--- src/rtl/core/ttrc_pkg.sv ---
// Package for the three-term recurrence checksum block.
// Holds the term width, modulus constants and the recurrence state type.
// No dependencies.
`timescale 1ns / 1ps

package ttrc_pkg;

  localparam int TermW = 16;
  localparam int PosW  = 8;
  localparam int ProdW = 25;   // (255 + 255) * 65534 fits in 25 bits

  localparam logic [TermW-1:0] Modulus   = 16'hFFFF;
  localparam logic [TermW-1:0] PrevInit  = 16'd1;
  localparam logic [PosW-1:0]  FirstAdd  = 8'd7;
  localparam logic [PosW-1:0]  AlphaMul  = 8'd17;
  localparam logic [PosW-1:0]  BetaMul   = 8'd31;

  typedef struct packed {
    logic [TermW-1:0] prev;
    logic [TermW-1:0] cur;
  } terms_t;

endpackage

--- src/rtl/core/ttrc_term.sv ---
// Next-term datapath of the three-term recurrence checksum.
// Two small products, a signed difference and an end-around fold mod 65535.
// Depends on ttrc_pkg.
`timescale 1ns / 1ps

module ttrc_term (
  input  logic [7:0]                     data_byte,
  input  logic [ttrc_pkg::PosW-1:0]      pos,
  input  ttrc_pkg::terms_t               terms,
  output logic [ttrc_pkg::TermW-1:0]     next_term
);

  logic [ttrc_pkg::PosW-1:0]  alpha;
  logic [ttrc_pkg::PosW-1:0]  beta;
  logic [ttrc_pkg::PosW:0]    mult_a;
  logic [ttrc_pkg::ProdW-1:0] prod_a;
  logic [ttrc_pkg::ProdW-1:0] prod_b;
  logic                       a_ge_b;
  logic [ttrc_pkg::ProdW-1:0] mag;
  logic [ttrc_pkg::TermW:0]   fold_sum;
  logic [ttrc_pkg::TermW-1:0] rem;

  always_comb begin
    // Both coefficients only depend on the position mod 256.
    alpha  = ttrc_pkg::PosW'(pos * ttrc_pkg::AlphaMul);
    beta   = ttrc_pkg::PosW'(pos * ttrc_pkg::BetaMul);
    mult_a = {1'b0, data_byte} + {1'b0, alpha};
    prod_a = ttrc_pkg::ProdW'(mult_a) * ttrc_pkg::ProdW'(terms.cur);
    prod_b = ttrc_pkg::ProdW'(beta) * ttrc_pkg::ProdW'(terms.prev);
    a_ge_b = (prod_a >= prod_b);
    mag    = a_ge_b ? (prod_a - prod_b) : (prod_b - prod_a);

    // 2^16 is 1 mod 65535, so the high part folds onto the low part.
    // The sum stays below twice the modulus, so one subtraction finishes it.
    fold_sum = {8'd0, mag[ttrc_pkg::ProdW-1:ttrc_pkg::TermW]} + {1'b0, mag[ttrc_pkg::TermW-1:0]};
    if (fold_sum >= {1'b0, ttrc_pkg::Modulus}) begin
      rem = ttrc_pkg::TermW'(fold_sum - {1'b0, ttrc_pkg::Modulus});
    end else begin
      rem = fold_sum[ttrc_pkg::TermW-1:0];
    end

    // A negative difference wraps modulo 2^64, which is 1 mod 65535,
    // so the result is (1 - rem) mod 65535.
    if (a_ge_b) begin
      next_term = rem;
    end else if (rem == '0) begin
      next_term = ttrc_pkg::PrevInit;
    end else if (rem == ttrc_pkg::PrevInit) begin
      next_term = '0;
    end else begin
      next_term = ttrc_pkg::TermW'(0) - rem;
    end
  end

endmodule

--- src/rtl/core/three_term_recurrence_checksum.sv ---
// Top level of the three-term recurrence checksum block.
// Holds the recurrence state, the two-entry result buffer and the checks.
// Depends on ttrc_pkg and ttrc_term.
`timescale 1ns / 1ps

// The block takes one message byte per item, with is_last marking the final
// byte, and delivers one 16-bit checksum per message. It accepts an item in
// every clock cycle while in_stall is low: the whole recurrence step (two small
// products and a fold mod 65535) is settled in the same cycle that the item is
// accepted. The checksum is registered into the main output register, or, when
// that is full and stalled, into the one skid register behind it; in_stall rises
// only when both hold a result, that is when a second checksum has completed
// while the first is still stalled. No clearing pass follows reset.
module three_term_recurrence_checksum (
  input  logic                           clk,
  input  logic                           rst,
  input  logic                           in_valid,
  output logic                           in_stall,
  input  logic [7:0]                     data_byte,
  input  logic                           is_last,
  output logic                           out_valid,
  input  logic                           out_stall,
  output logic [ttrc_pkg::TermW-1:0]     checksum
);

  ttrc_pkg::terms_t                 terms;
  logic [ttrc_pkg::PosW-1:0]        pos;
  logic                             in_message;
  logic [ttrc_pkg::TermW-1:0]       next_term;
  logic [ttrc_pkg::TermW-1:0]       cur_next;
  logic [ttrc_pkg::TermW-1:0]       skid;
  logic                             skid_valid;
  logic                             in_fire;
  logic                             out_fire;
  logic                             res_valid;

  ttrc_term u_term (
    .data_byte (data_byte),
    .pos       (pos),
    .terms     (terms),
    .next_term (next_term)
  );

  // The input side is held off only while the skid register is full.
  assign in_stall  = skid_valid;
  assign in_fire   = in_valid && !in_stall;
  assign out_fire  = out_valid && !out_stall;
  assign res_valid = in_fire && is_last;

  // The first byte of a message seeds the current term; later bytes take
  // the recurrence result.
  always_comb begin
    if (in_message) begin
      cur_next = next_term;
    end else begin
      cur_next = ttrc_pkg::TermW'(data_byte) + ttrc_pkg::TermW'(ttrc_pkg::FirstAdd);
    end
  end

  // Recurrence state.
  always_ff @(posedge clk) begin
    if (rst) begin
      terms.prev <= ttrc_pkg::PrevInit;
      terms.cur  <= '0;
      pos        <= '0;
      in_message <= 1'b0;
    end else if (in_fire) begin
      terms.prev <= in_message ? terms.cur : ttrc_pkg::PrevInit;
      terms.cur  <= cur_next;
      if (is_last) begin
        // The next byte starts a fresh message at position zero.
        pos        <= '0;
        in_message <= 1'b0;
      end else begin
        pos        <= pos + 1'b1;
        in_message <= 1'b1;
      end
    end
  end

  // Output register with a skid register behind it. A new result can only
  // arrive while the skid register is empty, since in_stall is its flag.
  always_ff @(posedge clk) begin
    if (rst) begin
      out_valid  <= 1'b0;
      skid_valid <= 1'b0;
    end else if (!out_valid || out_fire) begin
      if (skid_valid) begin
        out_valid  <= 1'b1;
        skid_valid <= 1'b0;
      end else begin
        out_valid  <= res_valid;
      end
    end else if (res_valid) begin
      skid_valid <= 1'b1;
    end
  end

  always_ff @(posedge clk) begin
    if (!out_valid || out_fire) begin
      if (skid_valid) begin
        checksum <= skid;
      end else if (res_valid) begin
        checksum <= cur_next;
      end
    end else if (res_valid) begin
      skid <= cur_next;
    end
  end

  // A full skid register always sits behind a full output register.
  a_skid_behind_out: assert property (@(posedge clk) disable iff (rst)
    skid_valid |-> out_valid)
    else $error("skid register holds a result while the output register is empty");

  // Between messages the position counter rests at zero.
  a_pos_idle: assert property (@(posedge clk) disable iff (rst)
    !in_message |-> (pos == '0))
    else $error("byte position not zero while awaiting a first byte");

  // Terms are always fully reduced mod 65535.
  a_terms_reduced: assert property (@(posedge clk) disable iff (rst)
    (terms.cur != ttrc_pkg::Modulus) && (terms.prev != ttrc_pkg::Modulus))
    else $error("recurrence term not reduced mod 65535");

  // A one-byte message yields byte + 7 on the following cycle when the
  // output side is free.
  a_single_byte: assert property (@(posedge clk) disable iff (rst)
    (in_fire && is_last && !in_message && (!out_valid || out_fire))
    |=> (out_valid && (checksum == ($past(ttrc_pkg::TermW'(data_byte)) + 16'd7))))
    else $error("one-byte message checksum wrong");

endmodule

--- config.mk ---
export PLATFORM = sky130hd
export DESIGN_NAME = three_term_recurrence_checksum
export DESIGN_NICKNAME = d
export VERILOG_FILES = /design/src/rtl/core/ttrc_pkg.sv /design/src/rtl/core/ttrc_term.sv /design/src/rtl/core/three_term_recurrence_checksum.sv
export SDC_FILE = /design/constraint.sdc
export NUM_CORES = 1
export LEC_CHECK = 0
export BUFFER_PORTS_ARGS = -buffer_cell sky130_fd_sc_hd__buf_2
export CAP_MARGIN = 20
export CELL_PAD_IN_SITES_DETAIL_PLACEMENT = 1
export CELL_PAD_IN_SITES_GLOBAL_PLACEMENT = 1
export CORE_ASPECT_RATIO = 1.75
export CORE_UTILIZATION = 50
export DETAILED_ROUTE_END_ITERATION = 10
export PLACE_DENSITY = 0.8
export SKIP_LAST_GASP = 1
export SLEW_MARGIN = 20
export SYNTH_ARGS = -nofsm -noshare
export SYNTH_HDL_FRONTEND = slang
export SYNTH_SLANG_ARGS = --single-unit
--- constraint.sdc ---
create_clock -name clk -period 18.01 [get_ports clk]
set_input_delay 3.602 -clock clk [delete_from_list [all_inputs] [get_ports clk]]
set_output_delay 3.602 -clock clk [all_outputs]
set_load 0.05 [all_outputs]
==> results of run 1 <==
## metrics by stage
step	area, sq um	utilization	hold slack [ps]	worst slack, ps	setup TNS, ps
6_report	17600	0.541	531	648	0
5_1_grt	17600	0.541	565	-19.7	-24.6
4_1_cts	17500	0.539	532	297	0
3_5_place_dp	17200	0.529	521	74.2	0
3_3_place_gp	17200	0.529	504	310	0
2_1_floorplan	16600	-	463	1250	0
## final cells by class
cell class | instances | share of cell area
Clock buffer | 10 | 0.0136
Tap cell | 400 | 0.0285
Sequential cell | 75 | 0.104
Clock inverter | 6 | 0.00549
Timing Repair Buffer | 66 | 0.0239
Inverter | 298 | 0.0637
Multi-Input combinational cell | 1566 | 0.761
## cell families (layout without fill, tap and decap cells)
family | count (synthesis) | in the layout | share of synthesized area
buffers and inverters | 381 | 380 | 0.0877
AOI/OAI and AO/OA | 400 | 400 | 0.157
and+or+nand+nor | 644 | 644 | 0.195
xor gates and xnor gates | 137 | 137 | 0.0723
adders and majority gates | 368 | 368 | 0.367
DFF | 75 | 75 | 0.110
muxes | 17 | 17 | 0.0114
## Yosys cell counts, types with 8 or more instances
| cell type | n | share of area |
|---|---|---|
| nor2b_1 | 28 | 0.011 |
| ha_1 | 171 | 0.13 |
| mux2i_1 | 11 | 0.0066 |
| xor2_1 | 43 | 0.023 |
| and2_1 | 141 | 0.053 |
| nand2_1 | 223 | 0.050 |
| nand4_1 | 14 | 0.0053 |
| a221oi_1 | 8 | 0.0042 |
| o31ai_1 | 19 | 0.0086 |
| nor2_1 | 90 | 0.020 |
| a21oi_1 | 135 | 0.041 |
| o21ai_0 | 58 | 0.017 |
| o41ai_1 | 8 | 0.0042 |
| edfxtp_1 | 32 | 0.058 |
| o211ai_1 | 13 | 0.0059 |
| fa_1 | 197 | 0.24 |
| xnor2_1 | 94 | 0.050 |
| o21bai_1 | 33 | 0.015 |
| or2_2 | 10 | 0.0038 |
| nor3_1 | 25 | 0.0075 |
| clkbuf_1 | 67 | 0.015 |
| nand3_1 | 33 | 0.010 |
| o21a_1 | 15 | 0.0068 |
| and3_1 | 16 | 0.0060 |
| buf_2 | 8 | 0.0024 |
| dfxtp_1 | 43 | 0.052 |
| a31oi_1 | 11 | 0.0041 |
| a21o_1 | 39 | 0.018 |
| inv_1 | 297 | 0.067 |
| nand2b_1 | 19 | 0.0072 |
| or3_1 | 12 | 0.0045 |
| a211oi_1 | 8 | 0.0036 |
## sequential cells by signal, indices dropped and copies added, names as in the netlist
signal / flops
in_message: 1
checksum: 16
skid: 16
in_stall: 1
terms: 32
out_valid: 1
pos: 8
## path summary, 6_finish.rpt
| path | end | from | slack (ps) | cells past startpoint |
|---|---|---|---|---|
| worst max-delay path | checksum[2] | data_byte[0] | 650 | 53 |
| worst min-delay path | in_stall | out_valid | 530 | 2 |
| worst max register to register | checksum[2] | pos[0] | 1670 | 59 |
| worst min register to register | in_stall | out_valid | 530 | 2 |
## layer usage
layer	share of wire	routed length [microns]	vias up	track usage
li1	-	-	6618	-
met1	0.36	20300	7445	0.354
met2	0.53	29900	337	0.638
met3	0.033	1880	189	0.0422
met4	0.078	4380	0	0.240
met5	0	0	-	0
## critical path: cells and delay by family
kind	cells	cell delay, ps
AOI/OAI and AO/OA	21	4890
adders and majority gates	10	4000
and+or+nand+nor	10	2370
xor gates and xnor gates	4	1060
buffers and inverters	6	900
muxes	2	590
## cells in the final DEF (no fill, tap or decap), types with 43 or more instances in the layout
master   instances
fa_1           197
nor2_1          90
inv_1          297
dfxtp_1         43
ha_1           171
xnor2_1         94
nand2_1        223
o21ai_0         58
and2_1         141
a21oi_1        134
## repair_timing
action                     in CTS  in global routing
gates resized for setup         0                  8
buffers inserted                0                  3
setup endpoints to repair       0                 48
==> metrics, run 1 <==
CP max-delay cell=or4_1; All-Layer GR Usage=0.343; Layout Cells excl Fill=2421; io pins=31; crit-path max FO=20; Synth Instances=2022; routed wire length=56.5 mm; Antenna diodes=0; total grt overflow=0; Final period util=0.964; slew margin rel.=0.352; via count=14600; WP data arrival=17460 ps; CP Data Required Time=18110 ps; wire per inst=23.3 microns; Post-CTS Hold Buffers=0; H-tree depth=3; Max Fclk=0.0576 GHz; Worst-path clk slew=60 ps; GP Congestion=0.952; TritonCTS clock tree=done; pin count of the biggest net entering global routing=37; Seq/Total Area, Yosys=0.110; ANT nets after route=0; Final Slew Violations=0; row count=87; worst setup path category=in2reg; drt pass-1 iters=4; final setup fails=0; clock buffer depth=2; Hold Vio Cnt, Final=0; Register Area=0.00182 sq mm; Synth cell types=77; Vias per Instance=6.03; Worst Max-Slew Pin Slew=970 ps; ys async rst share=0; chip height=243 microns; initial DRC count=639; Port Buf Inserts=30; clk_skew=16.2 ps; mean area per synthesized cell=8.20 sq um; Worst Hold Class=reg2reg; area growth from synthesis to layout=5.86%; Cells after DPL=2402; Startpoint Class=input pin; layout net count=2397; multi-input logic area=0.0134 sq mm; cell repeated most along the worst path=a21oi_1; min Tclk post-route=17360 ps; EDFF count, synth=32; crit-path max cell delay=560 ps; Die Wd=140 microns; initial antenna violation count=0; CP endpoint kind=flop; layout cells sized above 1=0.0609; Top FF cell, synth=dfxtp_1; clk_lat worst skew=360 ps; Inserted Clock Buffers=9; synthesis warning total=0; #FFs+latches synth=75; Syn Nets=2403; Fillers=3996; Residual DRC=0; Core ar.=0.0324 sq mm; vias in the first global route=16000; mapped cell area=0.0166 sq mm; hpwl dp=46.3 mm; Starting Density=0.511; status=completed; Die ar.=0.0339 sq mm; max_cap viols=0; TritonCTS sink count=75; first-pass GRT wire length=88.8 mm; root buf cell=clkbuf_16
Power of run 1 is not shown: default switching activity piles up to over one toggle a cycle in this logic, so the estimate is an artifact.
==> run 2, diff against run 1 <==
- BUFFER_PORTS_ARGS: -buffer_cell sky130_fd_sc_hd__buf_2 -> -buffer_cell sky130_fd_sc_hd__buf_4
- CORE_UTILIZATION: 50 -> 46
- PLACE_DENSITY: 0.8 -> 0.77
- clock period: 18.01 -> 14.6 ns (I/O delays scaled with it)
==> metrics, run 2 (synthesis results as in run 1) <==
Antenna diodes=0 (unchanged); Top Registers=terms (32), checksum (16), skid (16); hold path endpoint=checksum[12]; io pins=31 (unchanged); Final WS setup=-832 ps (-1480 ps); initial DRC count=830 (+30%); root buf cell=clkbuf_16; Hold Slack=543 ps (+12.3 ps); Core ar.=0.0354 sq mm (+9.2%); Max Fclk=0.0648 GHz; final core occ=0.585 (+0.0440); met3 wire len=2.38 mm (+27%); cell repeated most along the worst path=a21oi_2; initial antenna violation count=0 (unchanged); Worst Hold Class=reg2reg; via count=16300 (+12%); clock buffer depth=2 (unchanged); first-pass GRT wire length=99.1 mm (+12%); Top reg by flops=terms; status=finished, violations left; dpl cell area=0.0194 sq mm (+13%); Critical Path Start=data_byte[0]; Residual DRC=0 (unchanged); Final Slew Violations=0 (unchanged); row count=91 (+4.6%); final setup fails=48 (+48); Post-CTS Hold Buffers=0 (unchanged); GP Congestion=0.965 (+1.4%); total grt overflow=0 (unchanged); min Tclk post-route=15430 ps; TritonCTS clock tree=done; Final period util=1.06; Starting Density=0.468 (-0.0429); most frequent cells in the layout=buf_4, inv_1, nand2_1, fa_1, ha_1; Startpoint Class=input pin; CP endpoint kind=flop; RSZ-0062 raised after global routing=true; H-tree depth=3 (unchanged); highest metal used=met4; worst setup path category=in2reg; TritonCTS sink count=75 (unchanged); crit-path max FO=6 (-70%); Worst Max-Slew Pin Slew=1180 ps (+206 ps); vias in the first global route=18400 (+15%); ANT nets after route=0 (unchanged); crit-path max cell delay=570 ps (about the same); Layout Cells excl Fill=2772 (+14%); clk_skew=18.2 ps (+1.99 ps); Finished Cell Area=0.0207 sq mm (+18%); CP Data Required Time=14710 ps (-3400 ps); CP max-delay cell=fa_1; r2r worst-path depth=63 (+6.8%); Die Wd=146 microns (+4.2%); drt pass-1 iters=5 (+1); most common cell after layout, fill and taps aside=buf_4; routed wire length=68.4 mm (+21%); clk_lat worst skew=360 ps (about the same); wl on met1=22.3 mm (+9.6%); Vias per Instance=5.90 (-2.1%); violated checks=setup timing; hpwl dp=52.3 mm (+13%); All-Layer GR Usage=0.352 (+0.00912); reg-to-reg endpoint=checksum[8]; WHS Path Cells=2 (unchanged); area growth from synthesis to layout=25.0%; Hold Vio Cnt, Final=0 (unchanged); Die ar.=0.0369 sq mm (+8.6%); pin count of the biggest net entering global routing=37 (unchanged); layout cells sized above 1=0.225 (+0.165); max FFs per register=32 (unchanged); worst r2r src=pos[0]; Cells after DPL=2720 (+13%); Worst-path clk slew=80 ps (+20 ps); reg2reg setup slack=-310 ps (-1980 ps); WP data arrival=15540 ps (-1920 ps); max_cap viols=0 (unchanged); Port Buf Inserts=30 (unchanged); hold_sp=skid[12]; slew margin rel.=0.209 (-0.143); chip height=253 microns (+4.2%); Inserted Clock Buffers=9 (unchanged); wire per inst=24.7 microns (+5.6%); DR WL met2=37.4 mm (+25%); layout net count=2683 (+12%)
[run 2: cell count changes in the layout (fill, tap and decap cells not counted), sizes merged]
cell	change
buf	+286
inv	+3
bufinv	-2
clkbuf	-1
[run 2: through the flow]
| stage | setup slack [ps] | setup TNS (ps) |
|---|---|---|
| floorplan | -116 | -799 |
| global placement | -919 | -33580 |
| detailed placement | -1350 | -55350 |
| CTS | -325 | -10570 |
| global route | -1230 | -52370 |
| finish | -832 | -33510 |
[run 2: per-layer routing]
metal,up-vias,global-route usage
met2,572,0.695
met4,0,0.289
met1,8257,0.322
met3,334,0.0366
met5,-,0
li1,7186,-
[run 2: critical path: cells and delay by family]
kind,cells,cell delay (ps)
buffers and inverters,9,1090
XOR/XNOR,4,510
adder cells (fa/ha/maj),10,3990
AO/OA/AOI/OAI,22,3910
AND/OR/NAND/NOR,11,2450
multiplexers,2,610
[run 2: final cells by class]
cell class / count / area (sq um)
clock buffers: 9 / 225
well taps: 465 / 582
multi-input cells: 1566 / 14200
inverters: 298 / 1120
fillers: 4210 / 14700
flip-flops and latches: 75 / 1820
repair buffers: 352 / 2720
clock inverters: 7 / 65.1
[run 2: how the worst max path moves through the flow]
stage,to,depth (start not counted),slack [ps]
finish,checksum[8],58,-830
global route,checksum[4],59,-1230
CTS,checksum[8],57,-320
detailed placement,checksum[0],60,-1350
global placement,checksum[0],57,-920
floorplan,checksum[2],60,-120
[run 2: what timing repair did]
| action | in CTS | in global routing |
|---|---|---|
| gates cloned | 0 | 1 |
| setup buffers | 16 | 21 |
| resized for setup | 67 | 79 |
| pin swaps | 37 | 31 |
| endpoints found under the setup margin | 48 | 48 |
Power of run 2 is left out for the same reason.
==> run 3, diff against run 2 <==
- CORE_MARGIN: default -> 3
==> metrics, run 3 (synthesis results as in run 1) <==
most frequent cells in the layout=buf_4, inv_1, nand2_1, fa_1, ha_1; ANT nets after route=0 (unchanged); Antenna diodes=0 (unchanged); vias in the first global route=18300 (-0.42%); wire per inst=24.4 microns (-0.92%); hold path endpoint=checksum[14]; final setup fails=48 (unchanged); Register Area=0.00182 sq mm (unchanged); initial antenna violation count=0 (unchanged); Top Registers=terms (32), checksum (16), skid (16); Top reg by flops=terms; max_cap viols=0 (unchanged); CP Depth=59 (+1.7%); first-pass GRT wire length=96.2 mm (-2.9%); via count=16500 (+1.0%); H-tree depth=3 (unchanged); io pins=31 (unchanged); most common cell after layout, fill and taps aside=buf_4; buffer and inverter count on the worst path=13 (+4); status=finished, violations left; Final period util=1.06 (about the same); Port Buf Inserts=30 (unchanged); All-Layer GR Usage=0.318 (-0.0343); setup_tns=-29620 ps (+3890 ps); worst setup path category=in2reg; area growth from synthesis to layout=24.7%; RSZ-0062 raised after global routing=true; met3 wire len=2.89 mm (+22%); Worst Max-Slew Pin Slew=955 ps (-221 ps); Startpoint Class=input pin; max FFs per register=32 (unchanged); highest metal used=met4; Post-CTS Hold Buffers=0 (unchanged); layout cells sized above 1=0.220 (-0.00502); violated checks=setup timing; Fillers=4191 (-0.45%); initial DRC count=890 (+7.2%); wl on met1=22.1 mm (-0.87%); TritonCTS clock tree=done; Max Fclk=0.0648 GHz (about the same); clk_skew=14.7 ps (-3.46 ps); crit-path max FO=5 (-1); Final WS setup=-834 ps (-1.85 ps); Worst Hold Class=reg2reg; Starting Density=0.468 (unchanged); crit-path max cell delay=540 ps (-30 ps); min Tclk post-route=15430 ps (+1.86 ps); reg-to-reg endpoint=checksum[1]; hpwl dp=49.5 mm (-5.2%); clk_lat worst skew=360 ps (about the same); row count=91 (unchanged); routed wire length=67.2 mm (-1.6%); GP Congestion=0.919 (-4.8%); drt pass-1 iters=7 (+2); hold_sp=skid[14]; cell family with most CP delay=compound AO/OA/AOI/OAI gates; Die Wd=150 microns (+2.7%); CP Data Required Time=14750 ps (+40 ps); CP endpoint kind=flop; reg2reg setup slack=-320 ps (about the same); WP data arrival=15590 ps (+50 ps); Inserted Clock Buffers=9 (unchanged); total grt overflow=0 (unchanged); multi-input logic area=0.0142 sq mm (+0.31%); Vias per Instance=6.00 (+1.7%); CP max-delay cell=fa_1; slew margin rel.=0.363 (+0.153); clock buffer depth=2 (unchanged); layout net count=2663 (-0.75%); Final Slew Violations=0 (unchanged); Worst-path clk slew=70 ps (about the same); chip height=257 microns (+1.6%); Die ar.=0.0385 sq mm (+4.4%); Hold Vio Cnt, Final=0 (unchanged); TritonCTS sink count=75 (unchanged); Core ar.=0.0354 sq mm (unchanged); pin count of the biggest net entering global routing=37 (unchanged); worst r2r src=pos[2]; cell repeated most along the worst path=buf_4; DR WL met2=36.2 mm (-3.3%); Residual DRC=0 (unchanged); WHS Path Cells=2 (unchanged); root buf cell=clkbuf_16; r2r worst-path depth=65 (+3.2%)
-- run 3: cell types whose count changed in the layout (fill, tap and decap cells not counted), sizes merged --
cell,before,now
clkinv,2,3
inv,302,301
buf,352,332
-- run 3: worst max-delay path by stage --
| stage | from | to | slack [ps] |
|---|---|---|---|
| after global placement | data_byte[1] | checksum[4] | -620 |
| after detailed placement | data_byte[1] | checksum[4] | -930 |
| final | data_byte[0] | checksum[1] | -830 |
| after CTS | data_byte[0] | checksum[5] | -200 |
| after global routing | data_byte[0] | checksum[1] | -1250 |
| after floorplan | data_byte[0] | checksum[2] | -120 |
-- run 3: stage by stage --
stage	util	area [sq um]	std cells	hold slack (ps)	setup slack, ps
6_report	0.584	20700	2752	564	-834
4_1_cts	0.568	20100	2734	541	-198
3_5_place_dp	0.545	19300	2699	525	-932
3_3_place_gp	0.545	19300	2699	510	-615
5_1_grt	0.584	20700	2752	585	-1250
2_1_floorplan	-	16900	2022	463	-116
-- run 3: final cells by class --
| type | instances | area share |
|---|---|---|
| multi-input cells | 1566 | 0.688 |
| repair buffers | 332 | 0.127 |
| flip-flops and latches | 75 | 0.0880 |
| inverters | 298 | 0.0542 |
| well taps | 465 | 0.0281 |
| clock buffers | 9 | 0.0109 |
| clock inverters | 7 | 0.00339 |
-- run 3: tightest hold or removal path, delay by kind of cell, from the launching register on --
family / cells / cell delay [ps]
flops: 1 / 330
compound gates: 1 / 70
simple gates: 1 / 60
-- run 3: routing by layer --
layer,up-vias,GRT usage
met1,8361,0.311
met4,0,0.208
met2,654,0.610
met3,347,0.0391
li1,7151,-
met5,-,0
-- run 3: what timing repair did --
item | CTS | global route
pin swaps | 49 | 42
gates resized for setup | 76 | 85
gates cloned | 1 | 1
setup endpoints to repair | 48 | 48
setup buffers | 18 | 18
Power of run 3 is left out for the same reason.
